$ cat src/rtl/sst_ram.sv
// generic single write, single read memory with registered read data
// no dependencies
`timescale 1ns / 1ps
`default_nettype none

module sst_ram #(
    parameter int WIDTH = 32,
    parameter int DEPTH = 128
) (
    input  wire logic                                        clk,
    input  wire logic                                        we,
    input  wire logic [((DEPTH > 1) ? $clog2(DEPTH) : 1)-1:0] waddr,
    input  wire logic [WIDTH-1:0]                            wdata,
    input  wire logic [((DEPTH > 1) ? $clog2(DEPTH) : 1)-1:0] raddr,
    output      logic [WIDTH-1:0]                            rdata
);
    logic [WIDTH-1:0] mem [DEPTH];

    // write port and registered read port
    always_ff @(posedge clk)
    begin
        if (we)
        begin
            mem[waddr] <= wdata;
        end
        rdata <= mem[raddr];
    end

endmodule

`default_nettype wire

$ cat config.mk
export PLATFORM = sky130hd
export DESIGN_NAME = sst_ram
export DESIGN_NICKNAME = d
export VERILOG_FILES = /design/src/rtl/sst_ram.sv
export SDC_FILE = /design/constraint.sdc
export NUM_CORES = 2
export LEC_CHECK = 0
export BUFFER_PORTS_ARGS = -buffer_cell sky130_fd_sc_hd__buf_2
export CORE_UTILIZATION = 41
export DETAILED_ROUTE_END_ITERATION = 8
export GPL_TIMING_DRIVEN = 0
export PLACE_DENSITY = 0.58
export REMOVE_ABC_BUFFERS = 1
export SYNTH_ARGS = -nofsm -noshare
export SYNTH_HDL_FRONTEND = slang
export SYNTH_SLANG_ARGS = --single-unit
$ cat constraint.sdc
create_clock -name clk -period 5.1 [get_ports clk]
set_clock_uncertainty 0.15 [all_clocks]
set_input_delay 0.765 -clock clk [delete_from_list [all_inputs] [get_ports clk]]
set_output_delay 0.765 -clock clk [all_outputs]
set_load 0.005 [all_outputs]
==> results.py <==
metrics = {
    "logic_synthesis": {
        "yosysTopAreaCellShare_pct": 78.7,
        "synth_seq_cells": 4128,
        "synthTopCellsByArea": "edfxtp_1 (79%), mux4_2 (19%), clkbuf_1 (0.44%)",
        "synth-main-ff-cell": "edfxtp_1",
        "synth_commonest_cells": "edfxtp_1 (4096), mux4_2 (1344), clkbuf_1 (182), nor2_1 (122), buf_2 (79)",
        "yosysMostFrequentCell": "edfxtp_1",
        "synth_edf_count": 4096,
        "ys.warnings.count": 0,
        "postSynthAreaPerCell_um2": 26.1,
        "async_flop_share_pct": 0,
        "synthDistinctLibCells": 17,
        "seq_area_frac_synth_pct": 79.1,
        "synth_area_mm2": 0.156,
        "netlist_instances": 5990,
        "synth_top_area_cell": "edfxtp_1",
    },
    "worst_setup_path": {
        "cpMostUsedCell": "buf_16",
        "critPathBufInv": 5,
        "cpMaxStageDelayCell": "mux4_2",
        "startpoint_type": "primary input",
        "cp-end-kind": "register",
        "path_cells": "buf_12 -> buf_16 -> buf_16 -> buf_16 -> buf_16 -> mux4_2 -> mux4_2 -> mux4_2 -> mux2_2",
        "path_max_fanout": 78,
        "path_class": "in2reg",
        "cp.arrival_ns": 5.50,
        "crit_family": "multiplexers",
        "required_ns": 5.72,
        "cpPeakStageDelay_ns": 0.70,
    },
    "sta": {
        "slew_headroom_pct": 22.7,
        "setup_violations": 0,
        "fmax_mhz": 205,
        "post-route-period-util_pct": 95.6,
        "finalCriticalPeriod_ns": 4.88,
        "worstMarginPinSlew_ns": 1.16,
        "hold_violations": 0,
        "drv_slew": 0,
        "hold-worst-slack_ns": 0.246,
        "fin_ws_ns": 0.223,
    },
    "route": {
        "drt-pass1-iter-count": 6,
        "drc": 0,
        "num_vias": 68685,
        "wire_per_inst_um": 33.3,
        "antenna_left": 0,
        "vias_per_cell": 5.81,
        "routed_wl_um": 394000,
        "first_iter_violations": 8806,
    },
    "power_and_ir_drop": {
        "ir_worst_vdd_v": 0.000282,
        "p_leak_nw": 55.0,
        "powerDensity_mw_per_mm2": 387,
        "power_mw": 70.2,
    },
    "floorplanning": {
        "core_mm2": 0.379,
        "die_h_um": 619,
        "start_util_pct": 41.2,
        "num_rows": 226,
        "die_area_mm2": 0.384,
        "die_w_um": 619,
        "io_pins": 80,
    },
    "cts": {
        "ctsHoldBuffers": 0,
        "clk_pin_slew_ns": 0.06,
        "cts_tree": "yes",
        "clockBufferDepth": 4,
        "ctsHtreeMaxLevel": 5,
        "cts_resized": 0,
        "clk_latency_ns": 0.92,
        "clock-sinks": 4128,
        "numCtsBuffers": 401,
        "cts_setup_buffers": 0,
        "cts_root_buf": "clkbuf_16",
    },
    "job": {
        "max-cap-violations": 0,
    },
    "global_routing": {
        "grt_pass1_vias": 70187,
        "grt.overflow.total": 0,
        "grtUsageTotal_pct": 20.5,
        "grt_pass1_wl_um": 550000,
        "grt_antenna_before_repair": 64,
        "grt_max_degree": 132,
    },
    "cells_and_area": {
        "finalNetCount": 6468,
        "drive_gt1_share_pct": 35.6,
        "final_cells": 11814,
        "postLayoutCoreUtil_pct": 47.8,
        "area.growth.synth_to_final_pct": 16.0,
    },
    "place": {
        "place.gp.congestion": 0.792,
        "numPortBuffers": 79,
        "dp_worst_setup_slack_ns": -1.23,
        "dp_cells": 11030,
        "dp_hpwl_um": 245000,
    },
    "hold_path": {
        "hold_path_class": "in2reg",
    },
    "run_status": {
        "status": "complete, no violations",
    },
}
==> flip-flops by register name, summed over array words and instances (netlist names) <==
register	cells
mem	4096
rdata	32
==> metrics by stage <==
step	setup TNS [ns]	cell area, µm²
2_1_floorplan	0	155000
3_3_place_gp	-6395.70	162000
3_5_place_dp	-27.57	168000
4_1_cts	0	181000
5_1_grt	-0.0131	181000
6_report	0	181000
==> cell usage in the layout, fill, tap and decap left out, types with 6 or more instances in the layout <==
| cell | count |
|---|---|
| edfxtp_1 | 4096 |
| mux4_2 | 1344 |
| clkbuf_16 | 406 |
| buf_12 | 122 |
| nor2_4 | 119 |
| buf_16 | 97 |
| clkinv_1 | 95 |
| clkbuf_1 | 77 |
| clkinv_2 | 63 |
| diode_2 | 62 |
| buf_2 | 41 |
| bufinv_16 | 37 |
| buf_4 | 37 |
| buf_6 | 34 |
| mux2_2 | 32 |
| dfxtp_1 | 32 |
| nand2_1 | 11 |
| nor3_2 | 9 |
| clkinvlp_4 | 9 |
| clkbuf_8 | 9 |
| buf_8 | 9 |
| nand3_1 | 8 |
| inv_6 | 8 |
| nor2b_1 | 7 |
| clkinv_4 | 6 |
==> power by group <==
part / switching [mW] / leakage (nW) / internal [mW]
combinational: 2.16 / 11.7 / 1.45
sequential: 0.0510 / 37.1 / 37.5
clock: 12.5 / 6.22 / 16.6
total: 14.7 / 55.0 / 55.5
==> layer usage <==
metal	wire (µm)	track usage, %	vias to the layer above
li1	-	-	27363
met1	159000	28.4	38243
met2	195000	33.8	2580
met3	28500	3.36	491
met4	10700	5.41	8
met5	53	0	-
==> path summary, 6_finish.rpt <==
| kind | from | end | depth (start not counted) | slack [ns] |
|---|---|---|---|---|
| worst min register to register | mem[106][7] | rdata[7] | 4 | 0.98 |
| worst max register to register | mem[45][15] | rdata[15] | 4 | 2.27 |
| worst min-delay path | wdata[30] | mem[92][30] | 1 | 0.25 |
| worst max-delay path | raddr[0] | rdata[19] | 9 | 0.22 |
==> cell families (layout without fill, tap and decap cells) <==
logic type	count (synthesis)	in the layout	share of synthesized area [%]
flops	4128	4128	79.1
mux	1376	1376	19.6
buf+inv	316	1062	0.839
simple gates	170	170	0.446
other cells	0	62	0
==> cell type report <==
cell class | count | area [µm²]
flip-flops and latches | 4128 | 124000
clock buffers | 491 | 10500
clock inverters | 228 | 2210
diodes | 62 | 155
multi-input cells | 1546 | 32300
repair buffers | 343 | 6200
well taps | 5016 | 6280
fillers | 29775 | 198000
==> what timing repair did <==
action / 4_1_cts / 5_1_grt
gates cloned: 2 / 1
pin swaps: 0 / 0
endpoints found under the setup margin: 12 / 4
(Power assumes the default switching activity.)
