`src/rtl/sst_div.sv`:
```
// restoring divider, one quotient bit per cycle
// no dependencies
`timescale 1ns / 1ps
`default_nettype none

module sst_div #(
    parameter int DW = 48,
    parameter int VW = 9
) (
    input  wire logic          clk,
    input  wire logic          rst_n,
    input  wire logic          start,
    input  wire logic [DW-1:0] dividend,
    input  wire logic [VW-1:0] divisor,
    output      logic          done,
    output      logic [DW-1:0] quotient
);
    localparam int CW = $clog2(DW + 1);

    logic [DW-1:0] quo_reg, quo_next;
    logic [VW-1:0] rem_reg, rem_next;
    logic [VW-1:0] dvs_reg, dvs_next;
    logic [CW-1:0] cnt_reg, cnt_next;
    logic          busy_reg, busy_next;
    logic          done_reg, done_next;
    logic [VW:0]   trial;

    // one shift and trial subtract per cycle
    always_comb
    begin
        quo_next  = quo_reg;
        rem_next  = rem_reg;
        dvs_next  = dvs_reg;
        cnt_next  = cnt_reg;
        busy_next = busy_reg;
        done_next = 1'b0;
        trial     = {rem_reg, quo_reg[DW-1]};
        if (start)
        begin
            quo_next  = dividend;
            rem_next  = '0;
            dvs_next  = divisor;
            cnt_next  = CW'(DW);
            busy_next = 1'b1;
        end
        else if (busy_reg)
        begin
            if (trial >= {1'b0, dvs_reg})
            begin
                trial    = trial - {1'b0, dvs_reg};
                quo_next = {quo_reg[DW-2:0], 1'b1};
            end
            else
            begin
                quo_next = {quo_reg[DW-2:0], 1'b0};
            end
            rem_next = trial[VW-1:0];
            cnt_next = cnt_reg - 1'b1;
            if (cnt_reg == CW'(1))
            begin
                busy_next = 1'b0;
                done_next = 1'b1;
            end
        end
    end

    always_ff @(posedge clk or negedge rst_n)
    begin
        if (!rst_n)
        begin
            busy_reg <= 1'b0;
            done_reg <= 1'b0;
            cnt_reg  <= '0;
        end
        else
        begin
            busy_reg <= busy_next;
            done_reg <= done_next;
            cnt_reg  <= cnt_next;
        end
    end

    always_ff @(posedge clk)
    begin
        quo_reg <= quo_next;
        rem_reg <= rem_next;
        dvs_reg <= dvs_next;
    end

    assign done     = done_reg;
    assign quotient = quo_reg;

endmodule

`default_nettype wire

```
`config.mk`:
```
export PLATFORM = sky130hd
export DESIGN_NAME = sst_div
export DESIGN_NICKNAME = d
export VERILOG_FILES = /design/src/rtl/sst_div.sv
export SDC_FILE = /design/constraint.sdc
export NUM_CORES = 1
export LEC_CHECK = 0
export ABC_AREA = 1
export BUFFER_PORTS_ARGS = -buffer_cell sky130_fd_sc_hd__clkbuf_2
export CORE_MARGIN = 2
export CORE_UTILIZATION = 51
export DETAILED_ROUTE_END_ITERATION = 12
export HOLD_SLACK_MARGIN = 0.12
export PLACE_DENSITY = 0.84
export SYNTH_ARGS = -nofsm -noshare
export SYNTH_HDL_FRONTEND = slang
export SYNTH_SLANG_ARGS = --single-unit
```
`constraint.sdc`:
```
create_clock -name clk -period 2.2 [get_ports clk]
set_input_delay 0.11 -clock clk [delete_from_list [all_inputs] [get_ports clk]]
set_output_delay 0.11 -clock clk [all_outputs]
set_load 0.005 [all_outputs]
```
==> results of run 1 <==
==> kinds of logic after synthesis <==
group                      synth area share, %
adders and majority gates                4.387
xor gates and xnor gates                0.7313
and+or+nand+nor                          27.72
DFF                                      58.22
buffers and inverters                    6.232
AOI/OAI and AO/OA                        2.716
==> what timing repair did <==
item	in CTS	in global routing
gates resized for setup	0	2
endpoints found under the hold margin	64	0
endpoints found under the setup margin	0	8
hold buffers	57	0
==> Yosys cell counts (all sizes together), types with 2 or more instances <==
cell,n
clkbuf,10
edfxtp,57
buf,4
dfxtp,9
nor2,13
nand3b,3
nor3,2
ha,11
inv,40
xnor2,3
dfrtp,8
a21oi,7
nand4,3
o21ai,10
nand2,193
nand3,29
==> worst register-to-register path, cell delays in order, from the launching register on <==
cell and delay, ns:
sky130_fd_sc_hd__dfxtp_1 0.35, sky130_fd_sc_hd__ha_1 0.37, sky130_fd_sc_hd__nand2_1 0.14, sky130_fd_sc_hd__nor2_2 0.06, sky130_fd_sc_hd__inv_1 0.08, sky130_fd_sc_hd__nor2_2 0.05
sky130_fd_sc_hd__nor2_2 0.37, sky130_fd_sc_hd__nand2_2 0.20, sky130_fd_sc_hd__nand2_1 0.11, sky130_fd_sc_hd__nand3_1 0.06, sky130_fd_sc_hd__o21ai_0 0.10
==> cell usage in the layout (no fill, tap or decap), drive strengths merged, types with 2 or more instances in the layout <==
master,instances
xnor2,3
a21oi,7
clkbuf,118
nand3,29
nand2,193
nor2,13
buf,4
dlygate4sd3,57
ha,11
dfxtp,9
clkinvlp,2
inv,40
nand4,3
clkinv,2
nor3,2
bufinv,2
dfrtp,8
nand3b,3
edfxtp,57
o21ai,10
==> metal layers <==
layer	vias up	GRT usage (%)
met1	1577	29.59
met2	176	45.80
met3	35	7.352
met4	0	12.03
li1	1637	-
met5	-	0
==> stage by stage <==
stage | utilization [%] | power (mW) | hold slack [ns] | instance area, um2 | std cells
after floorplan | - | 2.599 | -0.1856 | 3593 | 407
after global placement | 62.21 | 2.881 | -0.03925 | 4227 | 601
after detailed placement | 62.21 | 2.928 | -0.03311 | 4227 | 601
after CTS | 73.66 | 4.124 | 0.1381 | 5005 | 673
after global routing | 73.78 | 4.399 | 0.1705 | 5012 | 673
final | 73.78 | 4.154 | 0.1521 | 5012 | 673
==> worst paths after layout <==
kind | slack [ns] | endpoint | depth (start not counted)
max | 0.22 | rem_reg[2] | 10
min | 0.15 | cnt_reg[0] | 2
max reg2reg | 0.22 | rem_reg[2] | 10
min reg2reg | 0.48 | rem_reg[6] | 2
max in group asynchronous | 1.87 | cnt_reg[4] | 2
min in group clk | 0.16 | quotient[0] | 3
==> area by class of cell <==
| class | count | area, um2 |
|---|---|---|
| sequential | 74 | 2092 |
| fill | 458 | 1782 |
| multi-input combinational | 278 | 1285 |
| clock inverter | 5 | 80.08 |
| tap | 96 | 120.1 |
| clock buffer | 10 | 127.6 |
| inverter | 41 | 153.9 |
| timing repair buffer | 169 | 1154 |
==> power by group through the flow <==
stage                     sequential, mW  combinational, mW  clock (mW)
after floorplan                     1.83              0.770           0
after global placement              1.85               1.03           0
after detailed placement            1.85               1.08           0
after CTS                           1.83               1.16        1.14
after global routing                1.85               1.35        1.20
final                               1.84               1.20        1.12
==> results list, run 1 <==
- Based on the critical path, the design can be clocked at up to 504.5 MHz.
- Placeable core region: 6794 um2
- Setup violations remaining at the end of the flow were counted as 0.
* Max rail drop VDD: 0.4394 mV
- The flow ran to the end, and the final reports show no timing, DRC or antenna violations.
- STA classifies the critical path startpoint as a flop.
- Post-Synthesis Cell Area: 3593 um2
* Average routed wire per standard cell: 14.84 um
- Final HPWL DP: 5830 um
* RSZ-0062 raised after global routing: false
* DRC: 0
* Number of vias in the routed layout: 3,425
* Max FFs per register: 48
- Antenna violations before repair: 0
* CTS tree: yes
- Worst setup margin: 0.2179 ns
- Counting flops with an async set or reset pin after synthesis yields a share of 10.81%.
- Across the run, the number of max-cap violations was 0.
- The final count of hold timing violations was 0.
* Layout Nets: 645
- Nature of the critical path endpoint: flop
- For the worst setup path, the data required time is 2.45 ns.
* Crit Path Max Fanout: 12
- Register area share after synthesis: 58.22%
- Length of routed wiring on met1: 3771 um
- Fraction of layout cells with a size suffix above 1: 23.40%
- Synth Instances: 407
- Post-CTS Repair Setup Buffers: 0
- The pre-antenna-repair detailed-routing pass consisted of 5 iterations.
- Post-synth EDFFs: 57
- From left edge to right edge, the die measures 87.94 um.
* Boundary Pins: 109
* Seq cells post-synth: 74
- Detailed-routed wire length on met3: 755 um
- The number of different library cells used by synthesis comes to 26.
* Antenna-violating nets left: 0
* Worst setup path startpoint: rem_reg[5]
- The floorplan has 30 rows.
* Areal power density over the cells: 828.7 nW/um2
* Clk slew on worst S/H paths: 0.07 ns
- Die Y: 87.94 um
- The worst register-to-register path begins at rem_reg[5].
- Area share of the largest cell type after synthesis: 47.63%
- Insertion delay to the later sink of the worst-skew pair: 0.34 ns
- Via count normalized by instance count: 5.089
- Type of the worst setup path: flop to flop
* Maximum number of pins on one net before global-route repair: 55
* Yosys Warn Count: 0
- Biggest area consumer among synthesized cells: sky130_fd_sc_hd__edfxtp_1
- In this run switching power makes up 31.43% of total power.
- Timing analysis after detailed placement gives a worst setup slack of 0.1521 ns.
- Routed signal wires occupy layers up through met4.
- A synthesized cell averages 8.829 um2.
- For the pin with the worst max-slew slack, the measured transition is 1.085 ns.
- Detailed routing placed a total of 5125 um of wire on met2.
- The clock network burns 26.9% of the power.
- Depth of the CTS H-tree: 3
- Walking the worst path, the cells encountered are ha_1 -> nand2_1 -> nor2_2 -> inv_1 -> nor2_2 -> nor2_2 -> nand2_2 -> nand2_1 -> nand3_1 -> o21ai_0.
- Max stage delay on crit path: 0.37 ns
* Floorplan die area: 7733 um2
* Final Max Slew Viols: 0
- Final weighted congestion in routability-driven placement: 0.8727
- After routing, the total negative slack on setup checks comes to 0 ns.
* Path type of the worst min-delay path: primary input to asynchronous set/reset pin
- Layout area overhead: 39.48%
- Area contributors post-synth: sky130_fd_sc_hd__edfxtp_1, sky130_fd_sc_hd__nand2_1, sky130_fd_sc_hd__dfrtp_1, sky130_fd_sc_hd__dfxtp_1, sky130_fd_sc_hd__inv_1
- Predominant post-synthesis flop cell: sky130_fd_sc_hd__edfxtp_1
- CTS saw 74 sinks.
- Cell repeated most along the worst path: sky130_fd_sc_hd__nor2_2
- Arrival time of data at the critical path endpoint: 2.23 ns
- Cell internal power was estimated by the tool at 2.848 mW.
* Initial detailed-routing violation count: 303
* CTS buffer count: 9
- Crit-path leading delay family: simple AND/OR/NAND/NOR gates
- Syn Nets: 479
- Post-route minimum period: 1.982 ns
- The number of global-route vias before repair is 3,275.
- The clock passes through at most 2 buffers.
* Reg power frac: 44.2%
- Together, buffers and inverters on the worst path number 1.
- Combinational logic burns 28.8% of the power.
* Post-Route Skew: 0.006449 ns
* Final critical-path share of the clock period: 90.10%
- Routed WL: 9989 um
* Total net switching power: 1.306 mW
- Input and output buffers added on the ports amount to 108.
* Overflow left after global routing: 0
- The cell sitting at the root of the clock tree is a sky130_fd_sc_hd__clkbuf_8.
* Critical-path top delay cell: sky130_fd_sc_hd__ha_1
* All-Layer GR Usage: 26.15%
* Number of inserted diodes: 0
* First-pass GRT wire length: 15,180 um
- Once the floorplan was initialized, standard cells occupied 52.89% of the core.
* Leak: 2.571 nW
* Slew margin rel.: 27.56%
Note: power is estimated with default switching activity, not from simulation.
==> run 2, diff against run 1 <==
Settings changed: CORE_UTILIZATION 51 to 30, GPL_TIMING_DRIVEN set to 0, PLACE_DENSITY 0.84 to 0.56.
==> run 2 against run 1 <==
Compared with the run above:
- power grew 5.6%
- sequential share of layout area decreased by 1.4 points
- cell count is 8.8% higher
- flip-flop and latch count unchanged
- highest routed layer unchanged
- via count decreased by 6.0%
- clock power rose by 22%
- die area grew 66%
- count of clock-buffer cells in the layout stayed put
- clock skew up 0.0059 ns
- largest cell class unchanged
- first-iteration DRC count is 69% lower
- non-clock buffer count up 11
==> results list, run 2 (same netlist as run 1, synthesis figures left out) <==
* Result of the run: finished clean (unchanged)
* Final Max Slew Viols: 0 (unchanged)
- Die Y: 113.4 um (was 87.94 um)
- Final weighted congestion in routability-driven placement: 0.8367 (was 0.8727)
- The endpoint type of the worst setup path is a flop (unchanged).
- Arrival time of data at the critical path endpoint: 2.17 ns (was 2.23 ns)
- Post-cts gate resize count: 0 (unchanged)
- Port bufs: 108 (unchanged)
- Layout Nets: 656 (was 645)
* Number of buffers added to fix hold violations after cts: 57 (unchanged)
* Areal power density over the cells: 846.6 nW/um2 (was 828.7 nW/um2)
- Average routed wire per standard cell: 12.84 um (was 14.84 um)
* Timing-limited maximum frequency: 509.5 MHz (was 504.5 MHz)
- Number of core rows: 39 (was 30)
- Sink Count: 74 (unchanged)
- Floorplan die width: 113.4 um (was 87.94 um)
* Overflow left after global routing: 0 (unchanged)
* CTS buffer count: 9 (unchanged)
- Layout filler cell count: 1,123 (was 458)
* Post-Route Skew: 0.01240 ns (was 0.006449 ns)
* CTS max path bufs: 2 (unchanged)
- Final Hold Vio Count: 0 (unchanged)
- Via count normalized by instance count: 4.396 (was 5.089)
* Layout area overhead: 44.19% (was 39.48%)
- Antenna-violating nets left: 0 (unchanged)
- Most used cells in the layout excluding fill and tap cells: sky130_fd_sc_hd__nand2_1, sky130_fd_sc_hd__clkbuf_2, sky130_fd_sc_hd__edfxtp_1, sky130_fd_sc_hd__dlygate4sd3_1, sky130_fd_sc_hd__inv_1 (unchanged).
- Comb power frac: 27.1% (was 28.8%)
- The area of the core was 11,560 um2 (was 6794 um2).
- Clock tree root driver cell: sky130_fd_sc_hd__clkbuf_16 (was sky130_fd_sc_hd__clkbuf_8)
- The maximum level of the CTS H-tree was 3 (unchanged).
* Final critical-path share of the clock period: 89.22% (was 90.10%)
* Insertion delay to the later sink of the worst-skew pair: 0.34 ns (about the same)
- Leak: 2.616 nW (was 2.571 nW)
- The total of max-cap violations is 0 (unchanged).
* Floorplan die area: 12,870 um2 (was 7733 um2)
- The post-detailed-routing wire length is 9402 um (was 9989 um).
- The TritonCTS clock tree is yes (unchanged).
- Count of TritonRoute iterations in the first routing pass: 4 (was 5)
- The worst setup slack after layout is 0.2371 ns (was 0.2179 ns).
* Post-route minimum period: 1.963 ns (was 1.982 ns)
- All-Layer GR Usage: 15.48% (was 26.15%)
- The class of the most critical setup path is flop to flop (unchanged).
- First-pass GRT wire length: 15,730 um (was 15,180 um)
- The flip-flop count of the largest register after layout is 48 (unchanged).
* Critical Path Source Type: flop (unchanged)
- The worst slack at placement was 0.2085 ns (was 0.1521 ns).
- Internal power consumption: 3.032 mW (was 2.848 mW)
* Max rail drop VDD: 0.4904 mV (was 0.4394 mV)
* Slew margin rel.: 66.14% (was 27.56%)
* Reg power frac: 41.7% (was 44.2%)
* Endpoints failing setup: 0 (unchanged)
* Total net switching power: 1.354 mW (was 1.306 mW)
- The number of DRC markers after the initial detailed-route iteration came to 95 (was 303).
* Net switching fraction of the power: 30.87% (was 31.43%)
- The commonest non-fill, non-tap cell in the layout was sky130_fd_sc_hd__nand2_1 (unchanged).
- Effective utilization at floorplan: 31.07% (was 52.89%)
* Overall power after layout: 4.386 mW (was 4.154 mW)
- The critical path data required time came to 2.41 ns (was 2.45 ns).
- The maximum fanout along the worst path is 10 (was 12).
- Antenna violations before repair: 0 (unchanged)
* Number of vias in the routed layout: 3,218 (was 3,425)
- The total setup buffers inserted after CTS came to 0 (unchanged).
* Path type of the worst min-delay path: primary input to asynchronous set/reset pin (unchanged)
* Boundary Pins: 109 (unchanged)
- Share of power burned in the clock network: 31.2% (was 26.9%)
- Maximum number of pins on one net before global-route repair: 42 (was 55)
* RSZ-0062 raised after global routing: false (unchanged)
- The number of global-route vias before repair came to 3,367 (was 3,275).
- Transition at the pin with the smallest max-transition slack: 0.5060 ns (was 1.085 ns)
* Number of inserted diodes: 0 (unchanged)
- Final HPWL DP: 6525 um (was 5830 um)
* DRC: 0 (unchanged)
* Clk slew on worst S/H paths: 0.07 ns (about the same)
- Fraction of layout cells with a size suffix above 1: 23.09% (was 23.40%)
[run 2: cell types whose count changed in the layout (fill, tap and decap cells not counted), sizes merged]
cell	change
inv	+2
bufinv	-2
buf	+1
clkinvlp	-1
clkinv	+2
clkbuf	+10
[run 2: through the flow]
step	cells	util (%)	instance area, um2	hold WS (ns)	setup TNS (ns)
floorplan	407	-	3593	-0.1856	0
finish	732	44.80	5181	0.1499	0
global placement	658	37.29	4313	-0.02972	-33.85
global route	732	44.80	5181	0.1752	0
CTS	732	44.80	5181	0.1466	0
detailed placement	659	37.47	4333	-0.02870	0
[run 2: worst paths after layout]
kind                               from           to  slack [ns]  depth (start not counted)
setup / recovery           quotient[47]   rem_reg[2]        0.24                         11
hold reg to reg              rem_reg[6]   rem_reg[6]        0.47                          2
hold / removal                    rst_n     busy_reg        0.15                          2
setup reg to reg           quotient[47]   rem_reg[2]        0.24                         11
min in group clk            dividend[0]  quotient[0]        0.18                          3
max in group asynchronous         rst_n   cnt_reg[0]        1.86                          2
[run 2: per-layer routing]
metal	global-route usage, %	part of all wire, %	vias up
li1	-	-	1662
met3	5.792	6.8	6
met5	0	0	-
met1	18.76	46	1459
met2	26.03	47	91
met4	4.146	0.72	0
[run 2: critical path, cell delays in order, from the launching register on]
cell and delay (ns):
sky130_fd_sc_hd__edfxtp_1 0.41, sky130_fd_sc_hd__inv_1 0.11, sky130_fd_sc_hd__ha_1 0.15, sky130_fd_sc_hd__inv_1 0.07, sky130_fd_sc_hd__fa_1 0.43, sky130_fd_sc_hd__nand2_1 0.12, sky130_fd_sc_hd__nand3_2 0.08, sky130_fd_sc_hd__nand2_2 0.10
sky130_fd_sc_hd__buf_6 0.15, sky130_fd_sc_hd__nand3_1 0.07, sky130_fd_sc_hd__nand3_1 0.08, sky130_fd_sc_hd__o21ai_0 0.08
[run 2: cell type report]
class,instances,area (um2),area share (%)
inverter,41,153.9,2.970
sequential,74,2092,40.38
buffer,14,70.07,1.352
clock buffer,10,239.0,4.612
clock inverter,6,38.79,0.7486
multi-input combinational,278,1277,24.66
tap,143,178.9,3.453
timing repair buffer,166,1131,21.83
[run 2: power groups by stage]
stage                     combinational, mW  sequential, mW  clock [mW]
after floorplan                       0.770            1.83           0
after global placement                 1.09            1.86           0
after detailed placement               1.10            1.86           0
after CTS                              1.19            1.83        1.42
after global routing                   1.38            1.85        1.48
final                                  1.19            1.83        1.37
